**src/hdl/hfm_pkg.sv**
```systemverilog
package hfm_pkg;

  // Event codes carried in the mode field
  typedef enum logic [2:0] {
    MODE_PING   = 3'd0,
    MODE_FAIL   = 3'd1,
    MODE_ACK    = 3'd2,
    MODE_REMOVE = 3'd3,
    MODE_TICK   = 3'd4
  } mode_t;

  // Result codes carried in the action field
  localparam logic ACT_ERROR = 1'b0;
  localparam logic ACT_ROUND = 1'b1;

  // Width of the external server field and round field
  localparam int ServerW = 4;
  localparam int PingW   = 8;
  localparam int CountW  = 8;

  localparam logic [CountW-1:0] CountTop = '1;

  // One classified event word as it waits in the queue
  typedef struct packed {
    mode_t              op;
    logic [ServerW-1:0] server;
    logic [PingW-1:0]   ping_id;
    logic               ack_ok;
  } cmd_t;

  // Head of the event queue as seen by the back end
  typedef struct packed {
    logic valid;
    cmd_t cmd;
  } queue_head_t;

endpackage

```
**src/hdl/hfm_front.sv**
```systemverilog
module hfm_front #(
  parameter int NUM_SERVERS = 16
) (
  input  logic                    clk,
  input  logic                    rst,
  input  logic                    in_valid,
  output logic                    in_stall,
  input  logic [2:0]              mode,
  input  logic [3:0]              server_id,
  input  logic [7:0]              ping_id,
  input  logic                    ack_ok,
  output hfm_pkg::queue_head_t    head,
  input  logic                    pop
);
  import hfm_pkg::*;

  localparam int Depth = 2;

  cmd_t       entry [Depth];
  logic       wr_ptr;
  logic       rd_ptr;
  logic [1:0] count;
  logic [1:0] count_next;
  logic       accept;
  logic       legal;
  logic       push;
  cmd_t       cmd_in;

  // Classify: drop unused modes and servers beyond the table
  always_comb begin
    legal = 1'b0;
    case (mode)
      MODE_TICK: legal = 1'b1;
      MODE_PING, MODE_FAIL, MODE_ACK, MODE_REMOVE:
        legal = (32'(server_id) < 32'(NUM_SERVERS));
      default: legal = 1'b0;
    endcase
  end

  assign cmd_in   = '{op: mode_t'(mode), server: server_id, ping_id: ping_id, ack_ok: ack_ok};
  assign in_stall = (count == 2'(Depth));
  assign accept   = in_valid && !in_stall;
  assign push     = accept && legal;

  assign count_next = count + {1'b0, push} - {1'b0, pop};

  // Advance queue pointers and fill level
  always_ff @(posedge clk) begin
    if (rst) begin
      wr_ptr <= 1'b0;
      rd_ptr <= 1'b0;
      count  <= '0;
    end else begin
      if (push) begin
        wr_ptr <= ~wr_ptr;
      end
      if (pop) begin
        rd_ptr <= ~rd_ptr;
      end
      count <= count_next;
    end
  end

  // Hold queued words
  always_ff @(posedge clk) begin
    if (push) begin
      entry[wr_ptr] <= cmd_in;
    end
  end

  assign head.valid = (count != '0);
  assign head.cmd   = entry[rd_ptr];

endmodule

```
**src/hdl/hfm_back.sv**
```systemverilog
module hfm_back #(
  parameter int NUM_SERVERS    = 16,
  parameter int ROUND_ID_WIDTH = 8
) (
  input  logic                 clk,
  input  logic                 rst,
  input  hfm_pkg::queue_head_t head,
  output logic                 pop,
  input  logic [7:0]           fail_limit,
  output logic                 out_valid,
  input  logic                 out_stall,
  output logic                 action,
  output logic [3:0]           server_id_out,
  output logic                 restart,
  output logic [7:0]           round_id,
  output logic                 last
);
  import hfm_pkg::*;

  localparam int IdxW = (NUM_SERVERS > 1) ? $clog2(NUM_SERVERS) : 1;
  localparam int RW   = ROUND_ID_WIDTH;
  localparam int CmpW = (RW > PingW) ? RW : PingW;
  localparam logic [IdxW-1:0] LastIdx = IdxW'(NUM_SERVERS - 1);

  typedef enum logic [5:0] {
    S_IDLE  = 6'b000001,
    S_EVAL  = 6'b000010,
    S_SCAN  = 6'b000100,
    S_MISS  = 6'b001000,
    S_FAIL0 = 6'b010000,
    S_ROUND = 6'b100000
  } state_t;

  state_t                  state;
  state_t                  state_next;
  cmd_t                    cmd;
  logic [IdxW-1:0]         idx;
  logic [IdxW-1:0]         idx_next;
  logic [NUM_SERVERS-1:0]  pending;
  logic [NUM_SERVERS-1:0]  pending_next;
  logic [NUM_SERVERS-1:0]  known;
  logic [NUM_SERVERS-1:0]  known_next;
  logic [RW-1:0]           cur_round;
  logic [RW-1:0]           cur_round_next;
  logic [RW-1:0]           next_round;
  logic [RW-1:0]           next_round_next;
  logic                    round_valid;
  logic                    round_valid_next;

  // Miss counter store; an entry is meaningful only while its known bit is set
  logic [CountW-1:0]       count_mem [NUM_SERVERS];
  logic [CountW-1:0]       rd_data;
  logic                    mem_we;
  logic [IdxW-1:0]         mem_waddr;
  logic [CountW-1:0]       mem_wdata;
  logic                    mem_re;
  logic [IdxW-1:0]         mem_raddr;

  logic                    emit;
  logic                    e_action;
  logic [3:0]              e_server;
  logic                    e_restart;
  logic [7:0]              e_round;
  logic                    e_last;

  logic                    slot_free;
  logic [IdxW-1:0]         ev_idx;
  logic [IdxW-1:0]         tgt;
  logic                    round_hit;
  logic [CountW-1:0]       cnt;
  logic [CountW-1:0]       cnt_inc;
  logic                    limit_hit;
  logic [CountW-1:0]       cnt_new;

  assign slot_free = !out_valid || !out_stall;
  assign ev_idx    = IdxW'(cmd.server);
  assign tgt       = (cmd.op == MODE_TICK) ? idx : ev_idx;
  assign round_hit = round_valid && (CmpW'(cmd.ping_id) == CmpW'(cur_round));

  // Miss arithmetic on the counter just read
  assign cnt       = known[tgt] ? rd_data : '0;
  assign cnt_inc   = (cnt != CountTop) ? cnt + 1'b1 : cnt;
  assign limit_hit = (cnt_inc >= fail_limit);
  assign cnt_new   = limit_hit ? '0 : cnt_inc;

  // Sequence one event, or sweep the table for a tick
  always_comb begin
    state_next       = state;
    idx_next         = idx;
    pending_next     = pending;
    known_next       = known;
    cur_round_next   = cur_round;
    next_round_next  = next_round;
    round_valid_next = round_valid;
    pop              = 1'b0;
    mem_we           = 1'b0;
    mem_waddr        = ev_idx;
    mem_wdata        = '0;
    mem_re           = 1'b0;
    mem_raddr        = ev_idx;
    emit             = 1'b0;
    e_action         = ACT_ERROR;
    e_server         = '0;
    e_restart        = 1'b0;
    e_round          = '0;
    e_last           = 1'b0;

    case (state)
      S_IDLE: begin
        if (head.valid) begin
          pop        = 1'b1;
          idx_next   = '0;
          state_next = S_EVAL;
        end
      end

      S_EVAL: begin
        state_next = S_IDLE;
        case (cmd.op)
          MODE_TICK: begin
            state_next = S_SCAN;
          end
          MODE_REMOVE: begin
            pending_next[ev_idx] = 1'b0;
            known_next[ev_idx]   = 1'b0;
          end
          MODE_PING: begin
            if (round_hit) begin
              pending_next[ev_idx] = 1'b1;
              if (!known[ev_idx]) begin
                known_next[ev_idx] = 1'b1;
                mem_we             = 1'b1;
              end
            end
          end
          MODE_FAIL: begin
            if (round_hit) begin
              if (known[ev_idx]) begin
                mem_re     = 1'b1;
                state_next = S_MISS;
              end else begin
                state_next = S_FAIL0;
              end
            end
          end
          MODE_ACK: begin
            if (round_hit) begin
              pending_next[ev_idx] = 1'b0;
              if (cmd.ack_ok) begin
                known_next[ev_idx] = 1'b1;
                mem_we             = 1'b1;
              end else begin
                mem_re     = 1'b1;
                state_next = S_MISS;
              end
            end
          end
          default: state_next = S_IDLE;
        endcase
      end

      S_SCAN: begin
        if (pending[idx]) begin
          mem_re     = 1'b1;
          mem_raddr  = idx;
          state_next = S_MISS;
        end else if (idx == LastIdx) begin
          state_next = S_ROUND;
        end else begin
          idx_next = IdxW'(idx + 1'b1);
        end
      end

      S_MISS: begin
        if (slot_free) begin
          emit            = 1'b1;
          e_server        = 4'(tgt);
          e_restart       = limit_hit;
          known_next[tgt] = 1'b1;
          mem_we          = 1'b1;
          mem_waddr       = tgt;
          mem_wdata       = cnt_new;
          if (cmd.op == MODE_TICK) begin
            pending_next[idx] = 1'b0;
            if (idx == LastIdx) begin
              state_next = S_ROUND;
            end else begin
              idx_next   = IdxW'(idx + 1'b1);
              state_next = S_SCAN;
            end
          end else begin
            e_last     = 1'b1;
            state_next = S_IDLE;
          end
        end
      end

      S_FAIL0: begin
        if (slot_free) begin
          emit               = 1'b1;
          e_server           = cmd.server;
          e_last             = 1'b1;
          known_next[ev_idx] = 1'b1;
          mem_we             = 1'b1;
          mem_wdata          = CountW'(1);
          state_next         = S_IDLE;
        end
      end

      S_ROUND: begin
        if (slot_free) begin
          emit             = 1'b1;
          e_action         = ACT_ROUND;
          e_round          = 8'(next_round);
          e_last           = 1'b1;
          cur_round_next   = next_round;
          next_round_next  = RW'(next_round + 1'b1);
          round_valid_next = 1'b1;
          state_next       = S_IDLE;
        end
      end

      default: state_next = S_IDLE;
    endcase
  end

  // Control and table flags
  always_ff @(posedge clk) begin
    if (rst) begin
      state       <= S_IDLE;
      idx         <= '0;
      pending     <= '0;
      known       <= '0;
      cur_round   <= '0;
      next_round  <= '0;
      round_valid <= 1'b0;
      out_valid   <= 1'b0;
    end else begin
      state       <= state_next;
      idx         <= idx_next;
      pending     <= pending_next;
      known       <= known_next;
      cur_round   <= cur_round_next;
      next_round  <= next_round_next;
      round_valid <= round_valid_next;
      if (emit) begin
        out_valid <= 1'b1;
      end else if (!out_stall) begin
        out_valid <= 1'b0;
      end
    end
  end

  // Latch the event word and the result word
  always_ff @(posedge clk) begin
    if (pop) begin
      cmd <= head.cmd;
    end
    if (emit) begin
      action        <= e_action;
      server_id_out <= e_server;
      restart       <= e_restart;
      round_id      <= e_round;
      last          <= e_last;
    end
  end

  // Counter memory: one write port, one registered read port
  always_ff @(posedge clk) begin
    if (mem_we) begin
      count_mem[mem_waddr] <= mem_wdata;
    end
    if (mem_re) begin
      rd_data <= count_mem[mem_raddr];
    end
  end

endmodule

```
**src/hdl/heartbeat_failure_monitor.sv**
```systemverilog
// Heartbeat supervisor for a table of servers.
// Input channel (in_valid / in_stall): one event word per transfer: mode
// (ping sent, ping failed, ack, removed, tick), server_id, ping_id, ack_ok.
// Output channel (out_valid / out_stall): result words; action 0 reports a
// server in error with its restart request, action 1 reports a new round id.
// The last word caused by one event has last set; many events cause none.
// Events go into a two-word queue, so the sender keeps going while the
// sequencer works. An event passes through S_IDLE and S_EVAL; one that
// reads a miss counter goes on to S_MISS, which uses the registered read of
// the counter memory. A tick scans the table one entry per cycle over servers
// with no pending ping; each pending one goes through S_MISS; S_ROUND ends it.
// When the receiver stalls, the word is held and the sequencer waits; once
// the queue fills, in_stall rises.
// Reset (rst, synchronous) clears the table flags, the round state and the
// queue, and sets fail_limit to 3. cfg_wr_en / cfg_wr_data write fail_limit;
// write it only while the block is idle.
module heartbeat_failure_monitor #(
  parameter int NUM_SERVERS    = 16,
  parameter int ROUND_ID_WIDTH = 8
) (
  input  logic       clk,
  input  logic       rst,
  input  logic       cfg_wr_en,
  input  logic [7:0] cfg_wr_data,
  input  logic       in_valid,
  output logic       in_stall,
  input  logic [2:0] mode,
  input  logic [3:0] server_id,
  input  logic [7:0] ping_id,
  input  logic       ack_ok,
  output logic       out_valid,
  input  logic       out_stall,
  output logic       action,
  output logic [3:0] server_id_out,
  output logic       restart,
  output logic [7:0] round_id,
  output logic       last
);
  import hfm_pkg::*;

  localparam logic [7:0] FailLimitReset = 8'd3;

  logic [7:0]  fail_limit;
  queue_head_t head;
  logic        pop;

  // Hold the miss limit
  always_ff @(posedge clk) begin
    if (rst) begin
      fail_limit <= FailLimitReset;
    end else if (cfg_wr_en) begin
      fail_limit <= cfg_wr_data;
    end
  end

  hfm_front #(
    .NUM_SERVERS (NUM_SERVERS)
  ) u_front (
    .clk       (clk),
    .rst       (rst),
    .in_valid  (in_valid),
    .in_stall  (in_stall),
    .mode      (mode),
    .server_id (server_id),
    .ping_id   (ping_id),
    .ack_ok    (ack_ok),
    .head      (head),
    .pop       (pop)
  );

  hfm_back #(
    .NUM_SERVERS    (NUM_SERVERS),
    .ROUND_ID_WIDTH (ROUND_ID_WIDTH)
  ) u_back (
    .clk           (clk),
    .rst           (rst),
    .head          (head),
    .pop           (pop),
    .fail_limit    (fail_limit),
    .out_valid     (out_valid),
    .out_stall     (out_stall),
    .action        (action),
    .server_id_out (server_id_out),
    .restart       (restart),
    .round_id      (round_id),
    .last          (last)
  );

endmodule
```
**config.mk**
```make
export PLATFORM = sky130hd
export DESIGN_NAME = heartbeat_failure_monitor
export DESIGN_NICKNAME = d
export VERILOG_FILES = /design/src/hdl/hfm_pkg.sv /design/src/hdl/hfm_front.sv /design/src/hdl/hfm_back.sv /design/src/hdl/heartbeat_failure_monitor.sv
export SDC_FILE = /design/constraint.sdc
export NUM_CORES = 1
export LEC_CHECK = 0
export BUFFER_PORTS_ARGS = -buffer_cell sky130_fd_sc_hd__buf_4
export CAP_MARGIN = 20
export CORE_MARGIN = 2
export CORE_UTILIZATION = 40
export DETAILED_ROUTE_END_ITERATION = 16
export GPL_ROUTABILITY_DRIVEN = 1
export PLACE_DENSITY_LB_ADDON = 0.3
export SETUP_SLACK_MARGIN = 0.05
export SLEW_MARGIN = 10
export SYNTH_ARGS = -nofsm -noshare
export SYNTH_HDL_FRONTEND = slang
export SYNTH_SLANG_ARGS = --single-unit
```
**constraint.sdc**
```tcl
create_clock -name clk -period 7.3 [get_ports clk]
set_input_delay 1.825 -clock clk [delete_from_list [all_inputs] [get_ports clk]]
set_output_delay 1.825 -clock clk [all_outputs]
set_load 0.01 [all_outputs]
```
# After elaboration in Yosys (flattened, before gate mapping)

Memories as Yosys holds them, arrays and structs flattened. A register that Yosys moved wholly into a read port is not among the register bits.
Cells that the tools add are included.
Widths: inputs -> output; s select.

$add $sub $neg: 5
$lt $le $gt $ge: 7
Equality and inequality tests: 31
Multiplexer cells: 86
Bitwise gates (word level): 10
Reduce and logical (&&, ||, !) cells: 26

Operator list:

| kind                | count |
|---|---|
| $mux 16             | 10 |
| $pmux 16 s3         | 3 |
| $mux 6              | 9 |
| $mux 4              | 13 |
| $and 16x16->16      | 3 |
| $or 16x16->16       | 3 |
| $mux 8              | 4 |
| $not 16->16         | 2 |
| $pmux 16 s2         | 1 |
| $pmux 6 s5          | 1 |
| $mux 1              | 29 |
| $pmux 6 s3          | 1 |
| $add 8x1->8 const B | 2 |
| $pmux 8 s2          | 1 |
| $lt 4x5->1 const B  | 3 |
| $bmux 1 s4          | 3 |
| $demux 1 s4         | 3 |
| $eq 3x2->1 const B  | 4 |
| $ge 4x1->1 const B  | 3 |
| $pmux 4 s3          | 1 |
| $ne 2x1->1 const B  | 5 |
| $pmux 1 s2          | 5 |
| $ne 3x2->1 const B  | 3 |
| $eq 8x8->1          | 1 |
| 36 further kinds    | 52 |

Bits in registers: 87
Memory bits (writable): 160
Output and inout bits: 17
Word-level logic and storage cells: 184
Memories: 2

Memories:

| name             | words | width | rd ports | clocked after memory_dff | wr ports | RTL line        | source |
|---|---|---|---|---|---|---|---|
| u_back.count_mem | 16    | 8     | 1        | 1                        | 1        | hfm_back.sv:51  | `logic [CountW-1:0] count_mem [NUM_SERVERS];` |
| u_front.entry    | 2     | 16    | 1        | 1                        | 1        | hfm_front.sv:19 | `cmd_t entry [Depth];` |

# Logic depth before layout (Yosys ltp)

Gate-level depths: netlist of run 1.

Depth after elaboration: 11
Gate-level depth with buffers: 28
Mapped depth without buffers: 23

# Cells and area by module

Synthesis of run 1 repeated with hierarchy kept, for this count alone.

Cell total of the unflattened synthesis: 1,040
Area total of the unflattened synthesis: 12,441.9 sq um

By module, submodules not included:

| module                    | times used | cells each | area each (sq um) |
|---|---|---|---|
| hfm_back                  | 1          | 938        | 10,725.3 |
| hfm_front                 | 1          | 76         | 1,423.9 |
| heartbeat_failure_monitor | 1          | 26         | 292.8 |

# Least setup slack after synthesis of run 1

Ideal clock, no wire load.

Kind: reg-to-reg
From: register, netlist name u_back.cmd[13]
To: memory u_back.count_mem[0][4] (data pin)
Library setup time: 327 ps
Arrival: 5,575 ps
Required time: 6,973 ps
Path slack: 1,398 ps
Cell stages (with the launch flop): 27
Period minus slack after synthesis: 5,902 ps
Cell sequence: edfxtp_1 buf_2 or3b_1 clkbuf_1 mux2i_1 buf_2 inv_1 a311oi_1 or2_2 o21ai_1 buf_2 nor2_1 ha_1 and3_1 nand2_1 or2_2 clkbuf_1 o311ai_0 o31ai_1 ha_1 a21o_1 a21o_1 a211oi_1 o21bai_1 a21oi_1 o21ai_0 nor3_1

Word-level cells in the longest chain between the ends: 11

RTL lines:

| element                                   | RTL line        | source |
|---|---|---|
| $eq 3x3->1 *                              | hfm_back.sv:77  | `assign tgt = (cmd.op == MODE_TICK) ? idx : ev_idx;` |
| $mux 4 *                                  | hfm_back.sv:77  |  |
| $bmux 1 s4 *                              | hfm_back.sv:81  | `assign cnt = known[tgt] ? rd_data : '0;` |
| $mux 1 (not written as such) *            | hfm_back.sv:81  |  |
| $mux 8 *                                  | hfm_back.sv:81  |  |
| $add 8x1->8 or $ne 8x8->1 (tied branches) | hfm_back.sv:82  | `assign cnt_inc = (cnt != CountTop) ? cnt + 1'b1 : cnt;` |
| $mux 8 *                                  | hfm_back.sv:82  |  |
| $ge 8x8->1                                | hfm_back.sv:83  | `assign limit_hit = (cnt_inc >= fail_limit);` |
| $mux 8 *                                  | hfm_back.sv:84  | `assign cnt_new = limit_hit ? '0 : cnt_inc;` |
| $mux 8 *                                  | hfm_back.sv:175 | `if (slot_free) begin` |
| $pmux 8 s2 *                              | hfm_back.sv:108 | `case (state)` |
| via u_back.mem_wdata[4]                   | hfm_back.sv:55  | `logic [CountW-1:0] mem_wdata;` |
| end, declared                             | hfm_back.sv:51  |  |

Mark *: on every way through the listed nets, which the timed path passes. The rest lies on a longest branch. The select of a mux whose other input is x is not followed.

# Final worst setup path of run 1

From: register, netlist name u_back.cmd[14]
To: memory u_back.count_mem[7][7] (data pin)

Word-level cells in the longest chain between the ends: 11

RTL lines:

| element                                   | RTL line |
|---|---|
| $eq 3x3->1 *                              | hfm_back.sv:77 |
| $mux 4 *                                  | hfm_back.sv:77 |
| $bmux 1 s4 *                              | hfm_back.sv:81 |
| $mux 1 (not written as such) *            | hfm_back.sv:81 |
| $mux 8 *                                  | hfm_back.sv:81 |
| $add 8x1->8 or $ne 8x8->1 (tied branches) | hfm_back.sv:82 |
| $mux 8 *                                  | hfm_back.sv:82 |
| $ge 8x8->1                                | hfm_back.sv:83 |
| $mux 8 *                                  | hfm_back.sv:84 |
| $mux 8 *                                  | hfm_back.sv:175 |
| $pmux 8 s2 *                              | hfm_back.sv:108 |
| via u_back.mem_wdata[7]                   | hfm_back.sv:55 |

Marks and branches as above.

==> results.cfg, run 1 <==
[global_routing]
grt_max_degree = 63
grt_pass1_vias = 7871
grt_usage = 0.189
grt_pass1_wl_mm = 46.0
grt_overflow = 0
antenna_found_initial = 0

[job]
cap_violations = 0

[pwr]
power.density_nw_per_um2 = 302
internal-power_w = 0.00301
combinationalPowerShare = 0.218
pwr-share-clk = 0.348
sw_frac_of_total = 0.294
p_leak_nw = 4.92
switching_power_w = 0.00125
ir_worst_vdd_mv = 0.200
seqPwrFrac = 0.434

[critical_path]
cp.arrival_ns = 6.64
end_kind = flop
cp.required_ns = 7.68
crit_fanout = 16
critPathKind = reg -> reg
startpoint_type = flop

[sta]
fmax_ghz = 0.160
finalSetupTns_ns = 0
drv_slew = 0
period_needed_ns = 6.25
tightest_slew_ns = 1.08
skew_ns = 0.0125
fin_crit_sh = 0.857
rsz0062_at_grt = no
timing_hold_violations_final = 0
slew_headroom = 0.274
setup_viol = 0

[clock_tree]
h-tree-depth = 1
cts_post_setup_buffers_inserted = 0
ctsHoldBuffers = 0
clkSinkCount = 271
cts_tree = yes
cts_inserted_buffers = 27
clkTransAtPathRegs_ns = 0.06
cts-resized-gates = 0
cts_root_buffer = clkbuf_16
cts_buffer_depth = 3
clock_latency_ns = 0.54

[detailed_routing]
dr_total_vias = 8213
wl_mm = 30.2
drtIter0Drc = 712
post_drt_wl_per_cell_um = 20.4
dr.pass1.iters = 6
via_per_inst = 5.56
postRouteAntennaNets = 0
drc = 0

[floorplanning]
boundaryPins = 46
chipWidth_um = 179
core_um2 = 30400
die-area_um2 = 32100
row_count = 64
die_h_um = 179
start_util = 0.403

[yosys]
synth_xor_xnor_area_share = 0.0178
synthesis.nets = 1047
postSynthCellCount = 1002
yosysWarnings = 0
netlist_area_um2 = 12300
async_reset_ff_frac = 0
synth_top_area_share = 0.487
synthTopCellsByCount = edfxtp_1, mux2i_1, nor2_1
ys.flop_type = edfxtp_1
synth_top_family_by_area = simple AND/OR/NAND/NOR gates
yosys.area.top_type = edfxtp_1
synth_fa_ha_area_frac = 0.0163
yosysMostFrequentCell = edfxtp_1
synth_mux_area_frac = 0.112
synth-seq-cells = 271
synth_area_leaders = edfxtp_1, dfxtp_1, mux2i_1, nor2_1, nand2_1
synthSimpleGateAreaFrac = 0.116
yosysUniqueCellTypes = 65
seq_area_frac_synth = 0.605
synth_edf_count = 199
avgSynthCellArea_um2 = 12.2
synth_compound_area_frac = 0.101

[finish]
drive_above_1_share = 0.163
final_cells = 1477
area_growth_pct = 15.2
nNetsFinal = 1105
n_antenna_cell = 0

[placement]
numPlacedInstances = 1424
hpwl_mm = 20.4
place.port_buffers = 45
gp_congestion = 0.901

[status]
outcome = finished clean

[hold_path]
hold_class = reg -> reg
critical path, stage by stage (launching register included):
cell      delay, ns
edfxtp_1       0.54
or3b_1         0.68
a21oi_2        0.51
nand2_1        0.10
a311oi_1       0.37
or2_2          0.19
o21ai_1        0.05
buf_4          0.19
nor2_1         0.10
ha_1           0.21
and3_1         0.23
nand2_1        0.09
or2_2          0.37
o311ai_0       0.34
o31ai_1        0.16
ha_1           0.30
a21o_1         0.16
a21o_1         0.17
a211oi_1       0.23
o21bai_1       0.11
a21oi_1        0.18
o21ai_0        0.27
nor3_1         0.30
buf_4          0.24
per-stage QoR:
| step | total power [W] | hold WS (ns) | util | setup slack (ns) | instance area (um2) |
|---|---|---|---|---|---|
| 5_1_grt | 0.00445 | 0.498 | 0.465 | 0.483 | 14100 |
| 4_1_cts | 0.00428 | 0.472 | 0.463 | 1.08 | 14100 |
| 3_5_place_dp | 0.00280 | 0.462 | 0.432 | 1.12 | 13100 |
| 6_report | 0.00427 | 0.468 | 0.465 | 1.05 | 14100 |
| 3_3_place_gp | 0.00279 | 0.458 | 0.430 | 1.25 | 13100 |
| 2_1_floorplan | 0.00251 | 0.440 | - | 1.40 | 12300 |
per-layer routing:
| layer | up-vias | GRT usage | share of wire |
|---|---|---|---|
| li1 | 3898 | - | - |
| met1 | 4003 | 0.257 | 0.44 |
| met2 | 250 | 0.310 | 0.48 |
| met3 | 62 | 0.0274 | 0.047 |
| met4 | 0 | 0.0685 | 0.034 |
| met5 | - | 0 | 0 |
worst paths after layout:
path / start / end / slack (ns) / depth (start not counted)
worst max-delay path: u_back.cmd[14]$_DFFE_PP_ / u_back.count_mem[7][7]$_DFFE_PP_ / 1.05 / 23
worst min-delay path: u_back.cur_round[6]$_SDFFE_PP0P_ / u_back.cur_round[6]$_SDFFE_PP0P_ / 0.47 / 2
worst max register to register: u_back.cmd[14]$_DFFE_PP_ / u_back.count_mem[7][7]$_DFFE_PP_ / 1.05 / 23
worst min register to register: u_back.cur_round[6]$_SDFFE_PP0P_ / u_back.cur_round[6]$_SDFFE_PP0P_ / 0.47 / 2
layout make-up:
type                       instances  area, um2
fill                            2780      16300
clock buffer                      32        704
timing repair buffer              85        677
inverter                          35        131
multi-input combinational        640       4460
tap                              396        495
clock inverter                    18        250
sequential                       271       7420
layout by cell type (no fill, tap or decap), drive strengths merged, types with 10 or more instances in the layout:
cell type / count
nor2b: 10
nand3: 27
a31oi: 15
or2: 11
dfxtp: 72
or4: 10
o21ai: 31
nor3: 29
nand2: 64
mux2i: 94
nor2: 90
buf: 85
a21oi: 35
edfxtp: 199
and3: 10
inv: 36
xor2: 16
ha: 16
o22ai: 35
a311oi: 19
a211oi: 10
clkbuf: 32
mux2: 20
power groups by stage:
stage / Combinational (W) / Clock [W] / Sequential (W)
floorplan: 0.000700 / 0 / 0.00181
CTS: 0.000925 / 0.00151 / 0.00185
detailed placement: 0.000920 / 0 / 0.00188
global route: 0.00102 / 0.00157 / 0.00186
global placement: 0.000915 / 0 / 0.00188
finish: 0.000931 / 0.00148 / 0.00185
kinds of logic (layout without fill, tap and decap cells):
kind of cell | Yosys count | in the layout
AO/OA/AOI/OAI | 184 | 184
XOR/XNOR | 25 | 25
adder cells (fa/ha/maj) | 16 | 16
buffers and inverters | 91 | 170
flip-flops | 271 | 271
multiplexers | 123 | 123
AND/OR/NAND/NOR | 292 | 292
No activity file was read; power rests on OpenSTA's default activity.
==> run 2, diff against run 1 <==
--- a/config.mk
+++ b/config.mk
@@ -5,7 +5,7 @@
 export SDC_FILE = /design/constraint.sdc
 export NUM_CORES = 1
 export LEC_CHECK = 0
-export BUFFER_PORTS_ARGS = -buffer_cell sky130_fd_sc_hd__buf_4
+export BUFFER_PORTS_ARGS = -buffer_cell sky130_fd_sc_hd__buf_2
 export CAP_MARGIN = 20
 export CORE_MARGIN = 2
 export CORE_UTILIZATION = 40
==> run 2 against run 1 <==
Effect of this change: clock power rose by 4%; global-route usage increased by 0.089 points; cell count down 0.14%; sequential power is essentially flat; worst setup slack worse by 0.0088 ns; die area is the same; largest power group unchanged.
==> results.cfg, run 2 (same netlist as run 1, synthesis figures left out) <==
[placement]
hpwl_mm = 19.9
gp_congestion = 0.899
place.port_buffers = 45
placed_area_um2 = 13000
post-place-ws_ns = 1.15

[sta]
tightest_slew_ns = 1.11
skew_ns = 0.0188
finalSetupTns_ns = 0
setup_viol = 0
fmax_ghz = 0.160
rsz0062_at_grt = no
drv_slew = 0
final.setup.worst_slack_ns = 1.04
timing_hold_violations_final = 0
fin_crit_sh = 0.858
period_needed_ns = 6.26
slew_headroom = 0.254

[critical_path]
cpLargestDelayFamily = compound AO/OA/AOI/OAI gates
r2r-end = u_back.count_mem[11][5]$_DFFE_PP_
startpoint_type = flop
cp.required_ns = 7.69
cpPeakStageDelay_ns = 0.68
crit_chain = or3b_1 > a21oi_2 > nand2_1 > a311oi_1 > or2_2 > o21ai_1 > buf_4 > nor2_1 > ha_1 > and3_1 > nand2_1 > or2_2 > o311ai_0 > o31ai_1 > ha_1 > a21o_1 > a21o_1 > a211oi_1 > o21bai_1 > a21oi_1 > o21ai_0 > nor3_1 > buf_4
worst_path_max_delay_cell = or3b_1
r2r-start = u_back.cmd[14]$_DFFE_PP_
crit_fanout = 16
crit_start = u_back.cmd[14]$_DFFE_PP_
cp.depth = 23
critPathKind = reg -> reg
end_kind = flop
cp.arrival_ns = 6.65
reg2reg_depth = 23
crit_end = u_back.count_mem[11][5]$_DFFE_PP_
rrSetupSlack_ns = 1.04
critical_path_buf_inv_count = 2

[detailed_routing]
drtIter0Drc = 654
drc = 0
postRouteAntennaNets = 0
post_drt_wl_per_cell_um = 20.3
dr_total_vias = 8252
dr.pass1.iters = 5
wl_mm = 30.0
via_per_inst = 5.59

[floorplanning]
die_h_um = 179
row_count = 64
chipWidth_um = 179
die-area_um2 = 32100
start_util = 0.403
boundaryPins = 46
core_um2 = 30400

[global_routing]
grt_busiest_layer = met2
grt_pass1_wl_mm = 46.4
use_met2 = 0.315
grt_pass1_vias = 8027
grt_max_degree = 63
antenna_found_initial = 0
grt_usage = 0.190
use_met1 = 0.255
grt_overflow = 0
grt_use_met3 = 0.0244

[clock_tree]
h-tree-depth = 1
cts_tree = yes
clkSinkCount = 271
ctsHoldBuffers = 0
cts-resized-gates = 0
clkTransAtPathRegs_ns = 0.06
cts_buffer_depth = 3
clock_latency_ns = 0.55
cts_inserted_buffers = 28
cts_post_setup_buffers_inserted = 0
cts_root_buffer = clkbuf_16

[pwr]
power.density_nw_per_um2 = 307
total_power_w = 0.00430
ir_worst_vdd_mv = 0.241
p_leak_nw = 4.88

[finish]
final_util = 0.461
area_growth_pct = 14.2
fin_area_um2 = 14000
nNetsFinal = 1102
n_antenna_cell = 0
mostFrequentLayoutCells = edfxtp_1, mux2i_1, nor2_1
drive_above_1_share = 0.165
final_common_cell = edfxtp_1

[job]
cap_violations = 0

[status]
outcome = finished clean

[hold_path]
hold_class = reg -> reg
==> run 2: cell types whose count changed in the layout (fill, tap and decap cells not counted), sizes merged <==
cell	change
buf	-4
clkbuf	+1
inv	+1
clkinv	+2
bufinv	-1
clkinvlp	-1
==> run 2: final cells by class <==
cell class | instances | area [um2]
Tap cell | 396 | 495
Fill cell | 2760 | 16400
Clock buffer | 33 | 761
Timing Repair Buffer | 81 | 495
Clock inverter | 19 | 245
Sequential cell | 271 | 7420
Inverter | 35 | 131
Multi-Input combinational cell | 640 | 4470
==> run 2: worst min path at each step <==
stage                                                start                               end  slack [ns]  depth (start not counted)
after floorplan            u_back.round_valid$_SDFFE_PP0P_   u_back.round_valid$_SDFFE_PP0P_        0.44                          2
after global routing      u_back.cur_round[4]$_SDFFE_PP0P_  u_back.cur_round[4]$_SDFFE_PP0P_        0.49                          2
after CTS                 u_back.cur_round[3]$_SDFFE_PP0P_  u_back.cur_round[3]$_SDFFE_PP0P_        0.48                          2
final                     u_back.cur_round[0]$_SDFFE_PP0P_  u_back.cur_round[0]$_SDFFE_PP0P_        0.47                          2
after detailed placement  u_back.cur_round[3]$_SDFFE_PP0P_  u_back.cur_round[3]$_SDFFE_PP0P_        0.46                          2
after global placement     u_back.round_valid$_SDFFE_PP0P_   u_back.round_valid$_SDFFE_PP0P_        0.46                          2
==> run 2: per-stage QoR <==
step,hold WS [ns],instances
2_1_floorplan,0.440,1002
3_3_place_gp,0.459,1422
3_5_place_dp,0.462,1422
4_1_cts,0.478,1474
5_1_grt,0.486,1475
6_report,0.475,1475
==> run 2: report_power, final <==
part	switching [W]	internal [W]	total, W
clock	0.000610	0.000927	0.00154
combinational	0.000564	0.000350	0.000914
sequential	0.000106	0.00174	0.00185
total	0.00128	0.00302	0.00430
==> run 2: worst min-delay path, stage by stage, from the launching register on <==
cell	delay (ns)
dfxtp_1	0.32
nand2_1	0.06
a21oi_1	0.05
==> run 2: routing by layer <==
layer | up-vias | wire [um]
li1 | 3900 | -
met1 | 4009 | 13000
met2 | 275 | 14400
met3 | 68 | 1590
met4 | 0 | 1050
met5 | - | 0
==> run 3, diff against run 2 <==
--- a/config.mk
+++ b/config.mk
@@ -6,7 +6,7 @@
 export NUM_CORES = 1
 export LEC_CHECK = 0
 export BUFFER_PORTS_ARGS = -buffer_cell sky130_fd_sc_hd__buf_2
-export CAP_MARGIN = 20
+export CAP_MARGIN = 15
 export CORE_MARGIN = 2
 export CORE_UTILIZATION = 40
 export DETAILED_ROUTE_END_ITERATION = 16
@@ -16,4 +16,5 @@
 export SLEW_MARGIN = 10
 export SYNTH_ARGS = -nofsm -noshare
 export SYNTH_HDL_FRONTEND = slang
+export SYNTH_HIERARCHICAL = 1
 export SYNTH_SLANG_ARGS = --single-unit
==> constraint.sdc (replaced) <==
create_clock -name clk -period 7.32 [get_ports clk]
set_input_delay 1.83 -clock clk [delete_from_list [all_inputs] [get_ports clk]]
set_output_delay 1.83 -clock clk [all_outputs]
set_load 0.01 [all_outputs]
==> run 3 against run 2 <==
Effect of this change: combinational power decreased by 13%; sequential cell count grew 1; first-iteration DRC count grew 62%; non-clock buffer count fell by 9; cell count grew 2.4%; critical endpoint is now u_back/count_mem[7][7]$_DFFE_PP_.
==> results.cfg, run 3 <==
[pwr]
power.density_nw_per_um2 = 285
p_leak_nw = 4.64
ir_worst_vdd_mv = 0.204

[status]
outcome = finished clean

[yosys]
yosysUniqueCellTypes = 65
synth_edf_count = 199
yosysMostFrequentCell = edfxtp_1
synthesis.nets = 1085
avgSynthCellArea_um2 = 12.0
ys.flop_type = edfxtp_1
async_reset_ff_frac = 0
seq_area_frac_synth = 0.598
yosysWarnings = 6
netlist_area_um2 = 12400
synth_area_leaders = edfxtp_1, dfxtp_1, mux2i_1, nor2_1, mux2_2
synth_top_area_share = 0.480
yosys.area.top_type = edfxtp_1
synth-seq-cells = 272
postSynthCellCount = 1040
synthTopCellsByCount = edfxtp_1, nor2_1, dfxtp_1

[global_routing]
grt_pass1_wl_mm = 49.8
antenna_found_initial = 0
grt_max_degree = 75
grt_pass1_vias = 8251
grt_overflow = 0
grt_usage = 0.196

[floorplanning]
die_h_um = 180
core_um2 = 30600
die-area_um2 = 32500
boundaryPins = 46
start_util = 0.407
chipWidth_um = 180
row_count = 64

[sta]
finalSetupTns_ns = 0
fmax_ghz = 0.154
fin_crit_sh = 0.889
skew_ns = 0.0232
timing_hold_violations_final = 0
drv_slew = 0
rsz0062_at_grt = no
tightest_slew_ns = 1.22
setup_viol = 0
period_needed_ns = 6.50
slew_headroom = 0.181

[finish]
mostFrequentLayoutCells = edfxtp_1, nor2_1, dfxtp_1
nNetsFinal = 1136
drive_above_1_share = 0.169
n_antenna_cell = 0
final_cells = 1510
final_common_cell = edfxtp_1
fillers = 2783
area_growth_pct = 13.6
final_util = 0.462

[detailed_routing]
postRouteAntennaNets = 0
via_per_inst = 5.77
wl_mm = 32.3
post_drt_wl_per_cell_um = 21.4
drtIter0Drc = 1060
dr.pass1.iters = 5
dr_total_vias = 8712
drc = 0

[critical_path]
end_kind = flop
critPathKind = reg -> reg
worst_path_max_delay_cell = mux2i_1
critical_path_buf_inv_count = 0
cp.arrival_ns = 6.73
startpoint_type = flop
crit_chain = or3b_1 > mux2i_1 > mux4_2 > mux2i_1 > mux2i_1 > and2_1 > ha_1 > nand3_1 > nor2_1 > xnor2_1 > nor2_1 > ha_1 > nand2b_1 > a21o_1 > a21o_1 > a211oi_1 > o21a_1 > o21ai_1 > nor3_2
critical_path.most_common_cell = mux2i_1
crit_fanout = 16
rrSetupSlack_ns = 0.82
cpPeakStageDelay_ns = 0.84
cp.required_ns = 7.55
cpLargestDelayFamily = simple AND/OR/NAND/NOR gates

[clock_tree]
clkTransAtPathRegs_ns = 0.06
cts_root_buffer = clkbuf_16
clkSinkCount = 272
clock_latency_ns = 0.56
cts_post_setup_buffers_inserted = 0
cts_inserted_buffers = 29
cts-resized-gates = 0
cts_tree = yes
h-tree-depth = 1
ctsHoldBuffers = 0
cts_buffer_depth = 3

[placement]
gp_congestion = 0.898
numPlacedInstances = 1456
hpwl_mm = 21.7
place.port_buffers = 45

[hold_path]
hold_class = reg -> reg

[job]
cap_violations = 0
==> run 3: routing by layer <==
metal / vias to the layer above / wire length, um / GRT usage
met5: - / 0 / 0
met4: 0 / 901 / 0.0561
met3: 63 / 2470 / 0.0279
met2: 352 / 14100 / 0.287
met1: 4265 / 14900 / 0.301
li1: 4032 / - / -
==> run 3: final cells by class <==
class                   count  area, um2  area share
clock buffers              44        872      0.0617
clock inverters            10       71.3     0.00505
well taps                 396        495      0.0351
multi-input cells         698       4760       0.337
inverters                  18       67.6     0.00478
repair buffers             72        428      0.0303
flip-flops and latches    272       7440       0.526
==> run 3: worst reg2reg max path, stage by stage (launching register included) <==
cell and delay, ns:
edfxtp_1 0.52, or3b_1 0.67, mux2i_1 0.84, mux4_2 0.60, mux2i_1 0.17, mux2i_1 0.17
and2_1 0.22, ha_1 0.25, nand3_1 0.17, nor2_1 0.10, xnor2_1 0.13, nor2_1 0.13
ha_1 0.24, nand2b_1 0.14, a21o_1 0.17, a21o_1 0.17, a211oi_1 0.23, o21a_1 0.18
o21ai_1 0.26, nor3_2 0.82
==> run 3: through the flow <==
step                hold slack, ns  area, um2  setup WS, ns  total power [W]
floorplan                    0.440      12400          1.69          0.00238
global placement             0.452      13200         0.907          0.00263
detailed placement           0.465      13200         0.806          0.00264
CTS                          0.474      14100         0.792          0.00405
global route                 0.501      14100         0.330          0.00421
finish                       0.474      14100         0.815          0.00403
==> run 3: power breakdown <==
group | switching (W) | internal (W) | leakage (nW)
Sequential | 0.0000761 | 0.00175 | 2.12
Clock | 0.000591 | 0.000824 | 0.469
Combinational | 0.000499 | 0.000292 | 2.06
==> run 3: kinds of logic (layout without fill, tap and decap cells) <==
| family | Yosys count | in the layout | share of synthesized area |
|---|---|---|---|
| AOI/OAI and AO/OA | 221 | 221 | 0.111 |
| xor gates and xnor gates | 19 | 19 | 0.0134 |
| adders and majority gates | 16 | 16 | 0.0161 |
| buffers and inverters | 70 | 144 | 0.0235 |
| DFF | 272 | 272 | 0.598 |
| muxes | 117 | 117 | 0.110 |
| and+or+nand+nor | 325 | 325 | 0.128 |
==> run 3: path summary, 6_finish.rpt <==
kind	to	start	cells after the start
max	u_back/count_mem[7][7]$_DFFE_PP_	u_back/cmd[14]$_DFFE_PP_	19
min	u_back/round_valid$_SDFFE_PP0P_	u_back/round_valid$_SDFFE_PP0P_	2
max reg2reg	u_back/count_mem[7][7]$_DFFE_PP_	u_back/cmd[14]$_DFFE_PP_	19
min reg2reg	u_back/round_valid$_SDFFE_PP0P_	u_back/round_valid$_SDFFE_PP0P_	2
